===== src/design/pph_pkg.sv =====
// Package for the planar PID heading tracker.
// Holds widths, register indexes and the CORDIC arctangent table.
// No dependencies.
package pph_pkg;

    localparam int FRAC_BITS    = 16;
    localparam int CORDIC_STEPS = 16;
    localparam int TABLE_LEN    = 24;
    localparam int ANG_FRAC     = 22;
    localparam int RUN_STEPS    = (CORDIC_STEPS < TABLE_LEN) ? CORDIC_STEPS : TABLE_LEN;
    localparam int STEP_W       = $clog2(TABLE_LEN + 1);
    localparam int ANG_W        = 32;
    localparam int MUL_CNT_W    = 6;

    typedef enum logic [2:0] {
        REG_GAIN_PREVIEW    = 3'd0,
        REG_GAIN_TARGET     = 3'd1,
        REG_GAIN_INTEGRAL   = 3'd2,
        REG_GAIN_DERIVATIVE = 3'd3,
        REG_INTEGRAL_LIMIT  = 3'd4,
        REG_START_HEADING   = 3'd5
    } reg_index_t;

    function automatic logic signed [ANG_W-1:0] atan_entry(input logic [STEP_W-1:0] i);
        logic signed [ANG_W-1:0] r;
        begin
            case (i)
                0:  r = 32'sd188743680;
                1:  r = 32'sd111421900;
                2:  r = 32'sd58872272;
                3:  r = 32'sd29884485;
                4:  r = 32'sd15000234;
                5:  r = 32'sd7507429;
                6:  r = 32'sd3754631;
                7:  r = 32'sd1877430;
                8:  r = 32'sd938729;
                9:  r = 32'sd469366;
                10: r = 32'sd234683;
                11: r = 32'sd117342;
                12: r = 32'sd58671;
                13: r = 32'sd29335;
                14: r = 32'sd14668;
                15: r = 32'sd7334;
                16: r = 32'sd3667;
                17: r = 32'sd1833;
                18: r = 32'sd917;
                19: r = 32'sd458;
                20: r = 32'sd229;
                21: r = 32'sd115;
                22: r = 32'sd57;
                23: r = 32'sd29;
                default: r = '0;
            endcase
            return r;
        end
    endfunction

endpackage


===== src/design/pph_mul.sv =====
// Bit-serial signed 32x33 multiplier, one multiplier bit per cycle.
// Result is the floored product shifted right by FRAC_BITS. Uses pph_pkg.
module pph_mul (
    input  logic               clk,
    input  logic               rst_n,
    input  logic               start,
    input  logic signed [31:0] a,
    input  logic signed [32:0] b,
    output logic               done,
    output logic signed [64:0] product
);
    import pph_pkg::*;

    logic [MUL_CNT_W-1:0] cnt_reg, cnt_next;
    logic                 busy_reg, busy_next;
    logic signed [65:0]   acc_reg, acc_next;
    logic [32:0]          b_reg, b_next;
    logic signed [65:0]   a_ext;
    logic signed [65:0]   addend;

    assign a_ext = {{34{a[31]}}, a} <<< cnt_reg;

    always_comb
    begin
        busy_next = busy_reg;
        cnt_next  = cnt_reg;
        acc_next  = acc_reg;
        b_next    = b_reg;
        addend    = b_reg[0] ? a_ext : '0;
        if (start)
        begin
            busy_next = 1'b1;
            cnt_next  = '0;
            acc_next  = '0;
            b_next    = b;
        end
        else if (busy_reg)
        begin
            if (cnt_reg == MUL_CNT_W'(32))
                acc_next = acc_reg - addend;
            else
                acc_next = acc_reg + addend;
            b_next = {1'b0, b_reg[32:1]};
            cnt_next = cnt_reg + 1'b1;
            if (cnt_reg == MUL_CNT_W'(32))
                busy_next = 1'b0;
        end
    end

    always_ff @(posedge clk or negedge rst_n)
    begin
        if (!rst_n)
        begin
            busy_reg <= 1'b0;
            cnt_reg  <= '0;
        end
        else
        begin
            busy_reg <= busy_next;
            cnt_reg  <= cnt_next;
        end
    end

    always_ff @(posedge clk)
    begin
        acc_reg <= acc_next;
        b_reg   <= b_next;
    end

    assign done    = busy_reg && (cnt_reg == MUL_CNT_W'(32));
    assign product = 65'(acc_next >>> FRAC_BITS);
endmodule


===== src/design/planar_pid_heading_tracker.sv =====
// Top level of the planar PID heading tracker.
// Depends on pph_pkg and pph_mul.
//
// One beat in, one beat out. An item runs eight gain products, all done one
// bit per cycle on a single shared serial multiplier, then the CORDIC atan2
// steps and the control states. in_stall is high from acceptance until the
// result has been moved into the output register.
module planar_pid_heading_tracker (
    input  logic                      clk,
    input  logic                      rst_n,
    input  logic                      cfg_valid,
    output logic                      cfg_ready,
    input  logic [2:0]                cfg_index,
    input  logic [31:0]               cfg_data,
    input  logic                      in_valid,
    output logic                      in_stall,
    input  logic signed [31:0]        preview_x,
    input  logic signed [31:0]        preview_y,
    input  logic signed [31:0]        goal_x,
    input  logic signed [31:0]        goal_y,
    input  logic signed [31:0]        current_x,
    input  logic signed [31:0]        current_y,
    input  logic                      use_start_heading,
    output logic                      out_valid,
    input  logic                      out_stall,
    output logic signed [8:0]         heading_deg,
    output logic signed [31:0]        drive_x,
    output logic signed [31:0]        drive_y
);
    import pph_pkg::*;

    typedef enum logic [5:0] {
        ST_IDLE  = 6'b000001,
        ST_ERR   = 6'b000010,
        ST_MUL   = 6'b000100,
        ST_WAIT  = 6'b001000,
        ST_CORD  = 6'b010000,
        ST_DONE  = 6'b100000
    } state_t;

    state_t state_reg, state_next;

    logic signed [31:0] gp_reg, gt_reg, gi_reg, gd_reg;
    logic [30:0]        lim_reg;
    logic signed [8:0]  sh_reg;

    logic signed [31:0] ix_reg, iy_reg, px_reg, py_reg;

    logic signed [31:0] ex_reg, ey_reg, tx_reg, ty_reg;
    logic signed [32:0] dx_reg, dy_reg;
    logic               use_reg;
    logic [2:0]         term_reg;
    logic signed [67:0] sx_reg, sy_reg;

    logic signed [33:0] cx_reg, cy_reg;
    logic signed [ANG_W-1:0] z_reg;
    logic [STEP_W-1:0]  step_reg;

    logic               ov_reg;
    logic signed [8:0]  oh_reg;
    logic signed [31:0] odx_reg, ody_reg;

    logic               mul_start;
    logic               mul_done;
    logic signed [31:0] mul_a;
    logic signed [32:0] mul_b;
    logic signed [64:0] mul_p;

    function automatic logic signed [31:0] sat32(input logic signed [67:0] v);
        begin
            if (v > 68'sh7FFFFFFF)
                return 32'sh7FFFFFFF;
            else if (v < -68'sh80000000)
                return 32'sh80000000;
            else
                return v[31:0];
        end
    endfunction

    function automatic logic signed [31:0] clamp_int(input logic signed [32:0] v,
                                                     input logic [30:0] l);
        logic signed [32:0] hi;
        begin
            hi = {2'b00, l};
            if (v > hi)
                return hi[31:0];
            else if (v < -hi)
                return 32'(-hi);
            else
                return v[31:0];
        end
    endfunction

    assign cfg_ready = (state_reg == ST_IDLE);
    assign in_stall  = (state_reg != ST_IDLE);

    always_ff @(posedge clk or negedge rst_n)
    begin
        if (!rst_n)
        begin
            gp_reg  <= '0;
            gt_reg  <= '0;
            gi_reg  <= '0;
            gd_reg  <= '0;
            lim_reg <= 31'd6553600;
            sh_reg  <= '0;
        end
        else if (cfg_valid && cfg_ready)
        begin
            unique case (cfg_index)
                REG_GAIN_PREVIEW:    gp_reg  <= cfg_data;
                REG_GAIN_TARGET:     gt_reg  <= cfg_data;
                REG_GAIN_INTEGRAL:   gi_reg  <= cfg_data;
                REG_GAIN_DERIVATIVE: gd_reg  <= cfg_data;
                REG_INTEGRAL_LIMIT:  lim_reg <= cfg_data[30:0];
                REG_START_HEADING:   sh_reg  <= cfg_data[8:0];
                default: ;
            endcase
        end
    end

    // term order: 0 ex,1 tx,2 ix,3 dx,4 ey,5 ty,6 iy,7 dy
    always_comb
    begin
        case (term_reg[1:0])
            2'd0: mul_a = gp_reg;
            2'd1: mul_a = gt_reg;
            2'd2: mul_a = gi_reg;
            default: mul_a = gd_reg;
        endcase
        case (term_reg)
            3'd0: mul_b = 33'(ex_reg);
            3'd1: mul_b = 33'(tx_reg);
            3'd2: mul_b = 33'(ix_reg);
            3'd3: mul_b = dx_reg;
            3'd4: mul_b = 33'(ey_reg);
            3'd5: mul_b = 33'(ty_reg);
            3'd6: mul_b = 33'(iy_reg);
            default: mul_b = dy_reg;
        endcase
    end

    assign mul_start = (state_reg == ST_MUL);

    pph_mul u_mul (
        .clk     (clk),
        .rst_n   (rst_n),
        .start   (mul_start),
        .a       (mul_a),
        .b       (mul_b),
        .done    (mul_done),
        .product (mul_p)
    );

    logic signed [31:0] drv_x, drv_y;
    logic signed [31:0] fin_y;
    logic signed [33:0] shx, shy;

    assign drv_x = sat32(sx_reg);
    assign drv_y = sat32(sy_reg);
    assign fin_y = sat32(sy_reg + 68'(mul_p));
    assign shx   = cx_reg >>> step_reg;
    assign shy   = cy_reg >>> step_reg;

    always_comb
    begin
        state_next = state_reg;
        unique case (state_reg)
            ST_IDLE: if (in_valid) state_next = ST_ERR;
            ST_ERR:  state_next = ST_MUL;
            ST_MUL:  state_next = ST_WAIT;
            ST_WAIT:
                if (mul_done)
                    state_next = (term_reg == 3'd7) ? ST_CORD : ST_MUL;
            ST_CORD:
                if (step_reg == STEP_W'(RUN_STEPS)) state_next = ST_DONE;
            ST_DONE: if (!ov_reg || !out_stall) state_next = ST_IDLE;
            default: state_next = ST_IDLE;
        endcase
    end

    always_ff @(posedge clk or negedge rst_n)
    begin
        if (!rst_n)
        begin
            state_reg <= ST_IDLE;
            ov_reg    <= 1'b0;
            ix_reg    <= '0;
            iy_reg    <= '0;
            px_reg    <= '0;
            py_reg    <= '0;
        end
        else
        begin
            state_reg <= state_next;
            if (state_reg == ST_DONE && (!ov_reg || !out_stall))
                ov_reg <= 1'b1;
            else if (ov_reg && !out_stall)
                ov_reg <= 1'b0;
            if (state_reg == ST_ERR)
            begin
                ix_reg <= clamp_int(33'(ix_reg) + 33'(tx_reg), lim_reg);
                iy_reg <= clamp_int(33'(iy_reg) + 33'(ty_reg), lim_reg);
                px_reg <= tx_reg;
                py_reg <= ty_reg;
            end
        end
    end

    always_ff @(posedge clk)
    begin
        if (state_reg == ST_IDLE && in_valid)
        begin
            ex_reg   <= sat32(68'(preview_x) - 68'(current_x));
            ey_reg   <= sat32(68'(preview_y) - 68'(current_y));
            tx_reg   <= sat32(68'(goal_x) - 68'(current_x));
            ty_reg   <= sat32(68'(goal_y) - 68'(current_y));
            use_reg  <= use_start_heading;
            term_reg <= '0;
            sx_reg   <= '0;
            sy_reg   <= '0;
        end
        if (state_reg == ST_ERR)
        begin
            dx_reg <= 33'(tx_reg) - 33'(px_reg);
            dy_reg <= 33'(ty_reg) - 33'(py_reg);
        end
        if (state_reg == ST_WAIT && mul_done)
        begin
            if (term_reg[2])
                sy_reg <= sy_reg + 68'(mul_p);
            else
                sx_reg <= sx_reg + 68'(mul_p);
            term_reg <= term_reg + 1'b1;
            if (term_reg == 3'd7)
            begin
                step_reg <= '0;
                if (drv_x < 0 && fin_y >= 0)
                begin
                    cx_reg <= 34'(fin_y);
                    cy_reg <= -34'(drv_x);
                    z_reg  <= ANG_W'(90) <<< ANG_FRAC;
                end
                else if (drv_x < 0)
                begin
                    cx_reg <= -34'(fin_y);
                    cy_reg <= 34'(drv_x);
                    z_reg  <= -(ANG_W'(90) <<< ANG_FRAC);
                end
                else
                begin
                    cx_reg <= 34'(drv_x);
                    cy_reg <= 34'(fin_y);
                    z_reg  <= '0;
                end
            end
        end
        if (state_reg == ST_CORD && step_reg != STEP_W'(RUN_STEPS))
        begin
            if (cy_reg > 0)
            begin
                cx_reg <= cx_reg + shy;
                cy_reg <= cy_reg - shx;
                z_reg  <= z_reg + atan_entry(step_reg);
            end
            else
            begin
                cx_reg <= cx_reg - shy;
                cy_reg <= cy_reg + shx;
                z_reg  <= z_reg - atan_entry(step_reg);
            end
            step_reg <= step_reg + 1'b1;
        end
        if (state_reg == ST_DONE && (!ov_reg || !out_stall))
        begin
            odx_reg <= drv_x;
            ody_reg <= drv_y;
            if (use_reg)
                oh_reg <= sh_reg;
            else if (drv_y == 0)
                oh_reg <= (drv_x >= 0) ? 9'sd0 : 9'sd180;
            else if (drv_x == 0)
                oh_reg <= (drv_y > 0) ? 9'sd90 : -9'sd90;
            else if (drv_x == drv_y)
                oh_reg <= (drv_x > 0) ? 9'sd45 : -9'sd135;
            else if (33'(drv_x) == -33'(drv_y))
                oh_reg <= (drv_x > 0) ? -9'sd45 : 9'sd135;
            else if ((z_reg >>> ANG_FRAC) > 180)
                oh_reg <= 9'sd180;
            else if ((z_reg >>> ANG_FRAC) < -180)
                oh_reg <= -9'sd180;
            else
                oh_reg <= 9'(z_reg >>> ANG_FRAC);
        end
    end

    assign out_valid   = ov_reg;
    assign heading_deg = oh_reg;
    assign drive_x     = odx_reg;
    assign drive_y     = ody_reg;

    a_stall_busy: assert property (@(posedge clk) disable iff (!rst_n)
        (state_reg != ST_IDLE) |-> in_stall)
        else $error("input taken while busy");
    a_cfg_idle: assert property (@(posedge clk) disable iff (!rst_n)
        cfg_ready |-> (state_reg == ST_IDLE))
        else $error("config open while busy");
    a_out_hold: assert property (@(posedge clk) disable iff (!rst_n)
        (out_valid && out_stall) |=> out_valid)
        else $error("result dropped");
endmodule

===== config.mk =====
export PLATFORM = sky130hd
export DESIGN_NAME = planar_pid_heading_tracker
export DESIGN_NICKNAME = d
export VERILOG_FILES = /design/src/design/pph_pkg.sv /design/src/design/pph_mul.sv /design/src/design/planar_pid_heading_tracker.sv
export SDC_FILE = /design/constraint.sdc
export NUM_CORES = 2
export LEC_CHECK = 0
export ABC_AREA = 1
export BUFFER_PORTS_ARGS = -buffer_cell sky130_fd_sc_hd__buf_2
export CORE_ASPECT_RATIO = 0.5
export CORE_MARGIN = 4
export CORE_UTILIZATION = 45
export DETAILED_ROUTE_END_ITERATION = 10
export SLEW_MARGIN = 20
export SYNTH_ARGS = -nofsm -noshare
export SYNTH_HDL_FRONTEND = slang
export SYNTH_SLANG_ARGS = --single-unit

===== constraint.sdc =====
create_clock -name clk -period 20.3 [get_ports clk]
set_input_delay 4.06 -clock clk [delete_from_list [all_inputs] [get_ports clk]]
set_output_delay 4.06 -clock clk [all_outputs]
set_load 0.1 [all_outputs]

Yosys cells after proc, flatten, opt, wreduce, memory -nomap -nowiden:

Memory sizes are Yosys's and may differ from the RTL's. A register that Yosys moved wholly into a read port is not among the register bits.
Index checks and enable logic that the tools add are counted.
Widths: inputs -> output; s select.

* bits in read-only memories: 1792
* input port bits: 233
* register bits: 921
* logic and storage cells: 230
* memories kept: 2
* output and inout bits: 76

Memories
* (name not given): words 32, width 28, read ports 1, clocked after memory_dff 1, write ports 0, line pph_pkg.sv:27 `case (i)`
* (name not given): words 32, width 28, read ports 1, clocked after memory_dff 1, write ports 0, line pph_pkg.sv:27

* shifts and indexed selects: 3
* add/sub/neg operators: 25
* mux-type cells: 81
* equal/unequal tests: 30
* reductions and logical operators: 29
* order comparisons: 26

Operator list (count)
* $mux 32: 24
* $mux 34: 12
* $mux 68: 6
* $mux 66: 4
* $pmux 33 s7: 1
* $gt 68x32->1 const B: 3
* $lt 68x32->1 const B: 3
* $sub 32x32->33: 6
* $add 68x50->68: 2
* $gt 33x32->1 const B: 4
* $lt 33x32->1 const B: 4
* $pmux 32 s3: 1
* $mux 9: 10
* $add 34x34->34: 2
* $neg 32->34: 2
* $sshr 34x5->34: 2
* $sub 34x34->34: 2
* $add 32x32->33: 2
* $add 66x66->66: 1
* $gt 33x32->1: 2
* $lt 33x33->1: 2
* $mux 33: 2
* $sshl 66x6->66: 1
* $sub 66x66->66: 1
* 46 further kinds: 95

Depth between registers and ports, before layout:

* word-level depth: 18
* gate-level depth with buffers: 91
* mapped depth without buffers: 86

Modules after synthesis:

A second synthesis with hierarchy kept.

* cell total of the unflattened synthesis: 13227
* area, all modules: 88389.8 µm²

By module, submodules not included
* planar_pid_heading_tracker: seq. area each 22161.3 µm², times used 1, area each 75323.5 µm², cells each 10988
* pph_mul: seq. area each 2487.4 µm², times used 1, area each 13066.3 µm², cells each 2239

Worst setup path before layout:

No wires, ideal clock.

* path type: register -> register
* start: reg term_reg[0]
* end: reg cy_reg[31] (data pin)
* stages on the path, launching flop included: 79
* buffers on the path: 7
* data required time: 20142 ps
* library setup time: 158 ps
* data arrival time: 11552 ps
* period minus slack after synthesis: 11710 ps
* setup slack: 8590 ps
* cell sequence: edfxtp_1 ha_1 buf_2 buf_2 nand2_1 nand3_1 nand3_1 nand2_1 nand4_1 ha_1 nand2_1 nor2_1 nand3_1 nor3_1 nand3_1 nand3b_1 nor3_2 inv_1 (+43 left out) ha_1 nand2_1 nor2_2 nand2_2 nor2_4 nand2_2 clkinv_1 nand2_1 nor2_1 nand4_1 ha_1 clkbuf_1 nor2_1 inv_1 nor2_1 clkbuf_1 nand2_1 o211ai_1

* cells in the longest elaborated chain, start to end: 18
* elaborated cells on any way between the ends: 23
* those cells by class: add/sub (3); order compare (3); eq/ne (2); shift (1); mux (12); reduce/logical (2)

Ends and longest elaborated chain
* start, declared: line planar_pid_heading_tracker.sv:52 `logic [2:0] term_reg;`
* start signal, assigned: line planar_pid_heading_tracker.sv:234 `term_reg <= term_reg + 1'b1;`
* $eq 2x2->1 (tied with other cells): line planar_pid_heading_tracker.sv:125 `case (term_reg[1:0])`
* $pmux 32 s3 (*): line planar_pid_heading_tracker.sv:125
* $sshl 66x6->66 (*): line pph_mul.sv:21 `assign a_ext = {{34{a[31]}}, a} <<< cnt_reg;`
* $mux 66 (*): line pph_mul.sv:29 `addend = b_reg[0] ? a_ext : '0;`
* $add 66x66->66 / $sub 66x66->66 (equally long branches): line pph_mul.sv:42, pph_mul.sv:40
* $mux 66 (*): line pph_mul.sv:39 `if (cnt_reg == MUL_CNT_W'(32))`
* $mux 66 (*): line pph_mul.sv:37 `else if (busy_reg)`
* $mux 66 (*): line pph_mul.sv:30 `if (start)`
* net mul_p[49]: line planar_pid_heading_tracker.sv:67 `logic signed [64:0] mul_p;`
* (+2 left out)
* $mux 32: line planar_pid_heading_tracker.sv:73 `else if (v < -68'sh80000000)`
* $mux 32 (*): line planar_pid_heading_tracker.sv:71 `if (v > 68'sh7FFFFFFF)`
* $ge 32x1->1: line planar_pid_heading_tracker.sv:238 `if (drv_x < 0 && fin_y >= 0)`
* $logic_and 1x1->1: line planar_pid_heading_tracker.sv:238
* $mux 34 (*): line planar_pid_heading_tracker.sv:238
* $mux 34 (*): line planar_pid_heading_tracker.sv:235 `if (term_reg == 3'd7)`
* $mux 34 (*): line planar_pid_heading_tracker.sv:228 `if (state_reg == ST_WAIT && mul_done)`
* $mux 34 (*): line planar_pid_heading_tracker.sv:258 `if (state_reg == ST_CORD && step_reg != STEP_W'(RUN_STEPS))`
* end signal, assigned: line planar_pid_heading_tracker.sv:241 `cy_reg <= -34'(drv_x);`
* end signal, assigned: line planar_pid_heading_tracker.sv:247 `cy_reg <= 34'(drv_x);`
* end signal, assigned: line planar_pid_heading_tracker.sv:263 `cy_reg <= cy_reg - shx;`
* end, declared: line planar_pid_heading_tracker.sv:55 `logic signed [33:0] cx_reg, cy_reg;`

The timed path passes the listed nets; every way through them passes the cells marked *. The select of a mux whose other input is x is not followed.
A chain may end at the register's enable or synchronous reset.

Worst setup path after layout:

* start: reg term_reg[0]
* end: reg cx_reg[11] (data pin)

* cells in the longest elaborated chain, start to end: 18
* elaborated cells on any way between the ends: 24
* those cells by class: add/sub (4); order compare (3); eq/ne (2); shift (1); mux (12); reduce/logical (2)

Ends and longest elaborated chain
* $eq 2x2->1 (tied with other cells): line planar_pid_heading_tracker.sv:125
* $pmux 32 s3 (*): line planar_pid_heading_tracker.sv:125
* $sshl 66x6->66 (*): line pph_mul.sv:21
* $mux 66 (*): line pph_mul.sv:29
* $add 66x66->66 / $sub 66x66->66 (equally long branches): line pph_mul.sv:42, pph_mul.sv:40
* $mux 66 (*): line pph_mul.sv:39
* $mux 66 (*): line pph_mul.sv:37
* $mux 66 (*): line pph_mul.sv:30
* net mul_p[38]: line planar_pid_heading_tracker.sv:67
* (+2 left out)
* $mux 32: line planar_pid_heading_tracker.sv:73
* $mux 32 (*): line planar_pid_heading_tracker.sv:71
* $neg 32->34 / $ge 32x1->1 (equally long branches): line planar_pid_heading_tracker.sv:246, planar_pid_heading_tracker.sv:238
* $mux 34 / $logic_and 1x1->1 (equally long branches): line planar_pid_heading_tracker.sv:244, planar_pid_heading_tracker.sv:238
* $mux 34 (*): line planar_pid_heading_tracker.sv:238
* $mux 34 (*): line planar_pid_heading_tracker.sv:235
* $mux 34 (*): line planar_pid_heading_tracker.sv:228
* $mux 34 (*): line planar_pid_heading_tracker.sv:258
* end signal, assigned: line planar_pid_heading_tracker.sv:240 `cx_reg <= 34'(fin_y);`
* end signal, assigned: line planar_pid_heading_tracker.sv:246 `cx_reg <= -34'(fin_y);`
* end signal, assigned: line planar_pid_heading_tracker.sv:262 `cx_reg <= cx_reg + shy;`
* end, declared: line planar_pid_heading_tracker.sv:55

Marked as above.

==> results.cfg <==
[outcome]
outcome = finished clean

[critical_path]
r2r_cells = 74
critPathKind = flop to flop
r2r-start = term_reg[0]
rrSetupSlack_ns = 4.96
worstSetupStartpointType = flop
crit_top_cell = nand2_1
reg2reg_to = cx_reg[11]
cpMaxStageDelayCell = o21ai_0
crit_path_max_fanout = 35
worstPathArrival_ns = 15.93
max_stage_delay_ns = 0.58
worstPathRequired_ns = 20.89
worstSetupEndpointType = flop

[global_routing]
overflow = 0
grt_first_pass_wirelength_mm = 440
grt_usage_pct = 29.4
grt_pass1_vias = 74700
grt_max_degree = 149
antenna_found_initial = 6

[synth]
synth_edf_count = 409
yosysUniqueCellTypes = 78
synthFlopType = edfxtp_1
yosys_warnings = 0
avgSynthCellArea_um2 = 7.07
synth-seq-cells = 949
yosysTopAreaCellShare_pct = 14.9
ys_top_cells_by_area = edfxtp_1 (15%), nand2_1 (12%), ha_1 (11%)
ys_seq_area_share_pct = 30.0
yosys.area.top_type = edfxtp_1
synthCells = 11600
async_reset_ff_share_pct = 32.7
syn-num-nets = 12600
syn_area_mm2 = 0.0822

[clock_network]
ctsResizeCount = 0
numCtsBuffers = 97
h-tree-depth = 3
cts_hold_buf = 0
root_buffer = clkbuf_16
insertion_delay_ns = 0.73
clockBufferDepth = 3
cts_setup_buffers = 0
clock_sinks = 949
path_clk_slew_ns = 0.07
cts_tree = yes

[placed_design]
gp_congestion = 0.993
numPortBuffers = 308
dp_slack_ns = 5.32
dpl.hpwl_mm = 225

[floorplan]
dieHeight_um = 310
dieWidth_um = 612
start_util_pct = 45.5
ios = 309
std_cell_rows = 110
core-area_mm2 = 0.181
die_area_mm2 = 0.190

[sta]
period_minus_slack_ns = 15.34
tns_ns = 0
fin_skew_ns = 0.0249
rsz0062_at_grt = no
fmax_ghz = 0.0652
setup_violations = 0
relSlewSlack_pct = 15.8
drv_slew = 0
period_share_pct = 75.6
finalHoldViolCount = 0
setup_slack_ns = 4.96
tightest_slew_ns = 1.25

[hold_path]
hold_depth = 2
hp-start = u_mul.acc_reg[0]
min_to = u_mul.acc_reg[0]
min_path_type = flop to flop

[route]
via_per_inst = 5.58
initialDrtViolationCount = 7017
routed_wl_mm = 287
wire_per_inst_um = 20.2
via_count = 79400
drt_first_pass_iters = 9
drc = 0
detail-route-antenna-nets = 0

[cells_and_area]
num-fill-cells = 18400
area_growth_pct = 8.55
layout-drive-gt1-share_pct = 6.45
fin_nets = 12700

[run]
cap_violations = 0
## final cells by class
class / instances / area (um2) / area share, %
diodes: 1 / 2.50 / 0.00280
clock buffers: 119 / 2620 / 2.94
clock inverters: 65 / 664 / 0.745
inverters: 1469 / 5520 / 6.19
multi-input cells: 8806 / 50500 / 56.6
flip-flops and latches: 949 / 24700 / 27.6
well taps: 2408 / 3010 / 3.38
repair buffers: 399 / 2250 / 2.52
## synthesized netlist by cell type (all sizes together) (27+ instances only)
cell type,count
nor4,57
xnor2,280
nor2,791
o21ai,1263
clkbuf,299
xor2,353
o221ai,37
a21oi,1017
o31ai,27
a211oi,57
nand3,718
a31oi,85
a221oi,39
nor3,109
dfrtp,306
dfxtp,230
or2,93
o21bai,37
o22ai,34
o21a,43
ha,710
nand2,2577
mux2i,60
o211ai,89
nand4,128
edfxtp,409
inv,1459
buf,101
a21o,31
## kinds of logic after synthesis
| group | after synthesis | synth area share, % |
|---|---|---|
| simple gates | 4507 | 23.2 |
| mux | 60 | 0.731 |
| fa+ha+maj | 724 | 11.1 |
| buf+inv | 1869 | 8.70 |
| flops | 949 | 30.0 |
| xor+xnor | 633 | 6.74 |
| compound gates | 2882 | 19.5 |
## layout by cell type (no fill, tap or decap), drive strengths merged, types with 10 or more instances in the layout
cell,synthesis,layout
dfrtp,306,306
nand2,2577,2577
a31oi,85,85
xor2,353,353
inv,1459,1467
buf,101,399
o221ai,37,37
clkinvlp,0,10
o21ai,1263,1263
xnor2,280,280
o21a,43,43
ha,710,710
nand4,128,128
a211oi,57,57
dfxtp,230,230
nor2,791,791
nor4,57,57
a22oi,11,11
nor3,109,109
o22ai,34,34
nand3,718,718
a22o,14,14
a21oi,1017,1017
edfxtp,409,409
o211ai,89,89
o2111ai,26,26
o31ai,27,27
fa,14,14
a21boi,26,26
o21bai,37,37
a21o,31,31
clkbuf,299,119
a221oi,39,39
or2,93,93
mux2i,60,60
clkinv,10,48
## routing by layer
layer  global-route usage (%)  part of all wire, %  vias up
li1                         -                    -    39600
met1                     40.7                   46    36900
met2                     47.2                   44     2450
met3                     3.74                  6.3      452
met4                     10.5                  4.0        2
met5                        0               0.0059        -
## metrics by stage
stage | util [%] | std cells | hold WS [ns] | instance area [um2]
2_1_floorplan | - | 11600 | 0.421 | 82200
3_3_place_gp | 47.5 | 14000 | 0.432 | 85900
3_5_place_dp | 47.6 | 14000 | 0.447 | 85900
4_1_cts | 49.4 | 14200 | 0.471 | 89200
5_1_grt | 49.4 | 14200 | 0.492 | 89200
6_report | 49.4 | 14200 | 0.462 | 89200
## worst max path at each step
stage	startpoint	end	slack [ns]	cells past startpoint
3_5_place_dp	term_reg[0]	cy_reg[6]	5.32	79
2_1_floorplan	term_reg[0]	cy_reg[31]	8.59	78
5_1_grt	term_reg[0]	cy_reg[6]	3.72	81
4_1_cts	term_reg[0]	cy_reg[6]	5.29	79
3_3_place_gp	term_reg[0]	cy_reg[6]	5.62	80
6_report	term_reg[0]	cx_reg[11]	4.96	74
## critical path: cells and delay by family, from the launching register on
family                     cells  cell delay [ns]
AOI/OAI and AO/OA             18             4.16
xor gates and xnor gates       2             0.53
adders and majority gates      6             1.96
buffers and inverters         10             1.77
DFF                            1             0.44
and+or+nand+nor               38             6.25
Power is left out: the tool's default activity adds up to more than one toggle a clock period on the data nets, which glitch-free logic cannot reach.
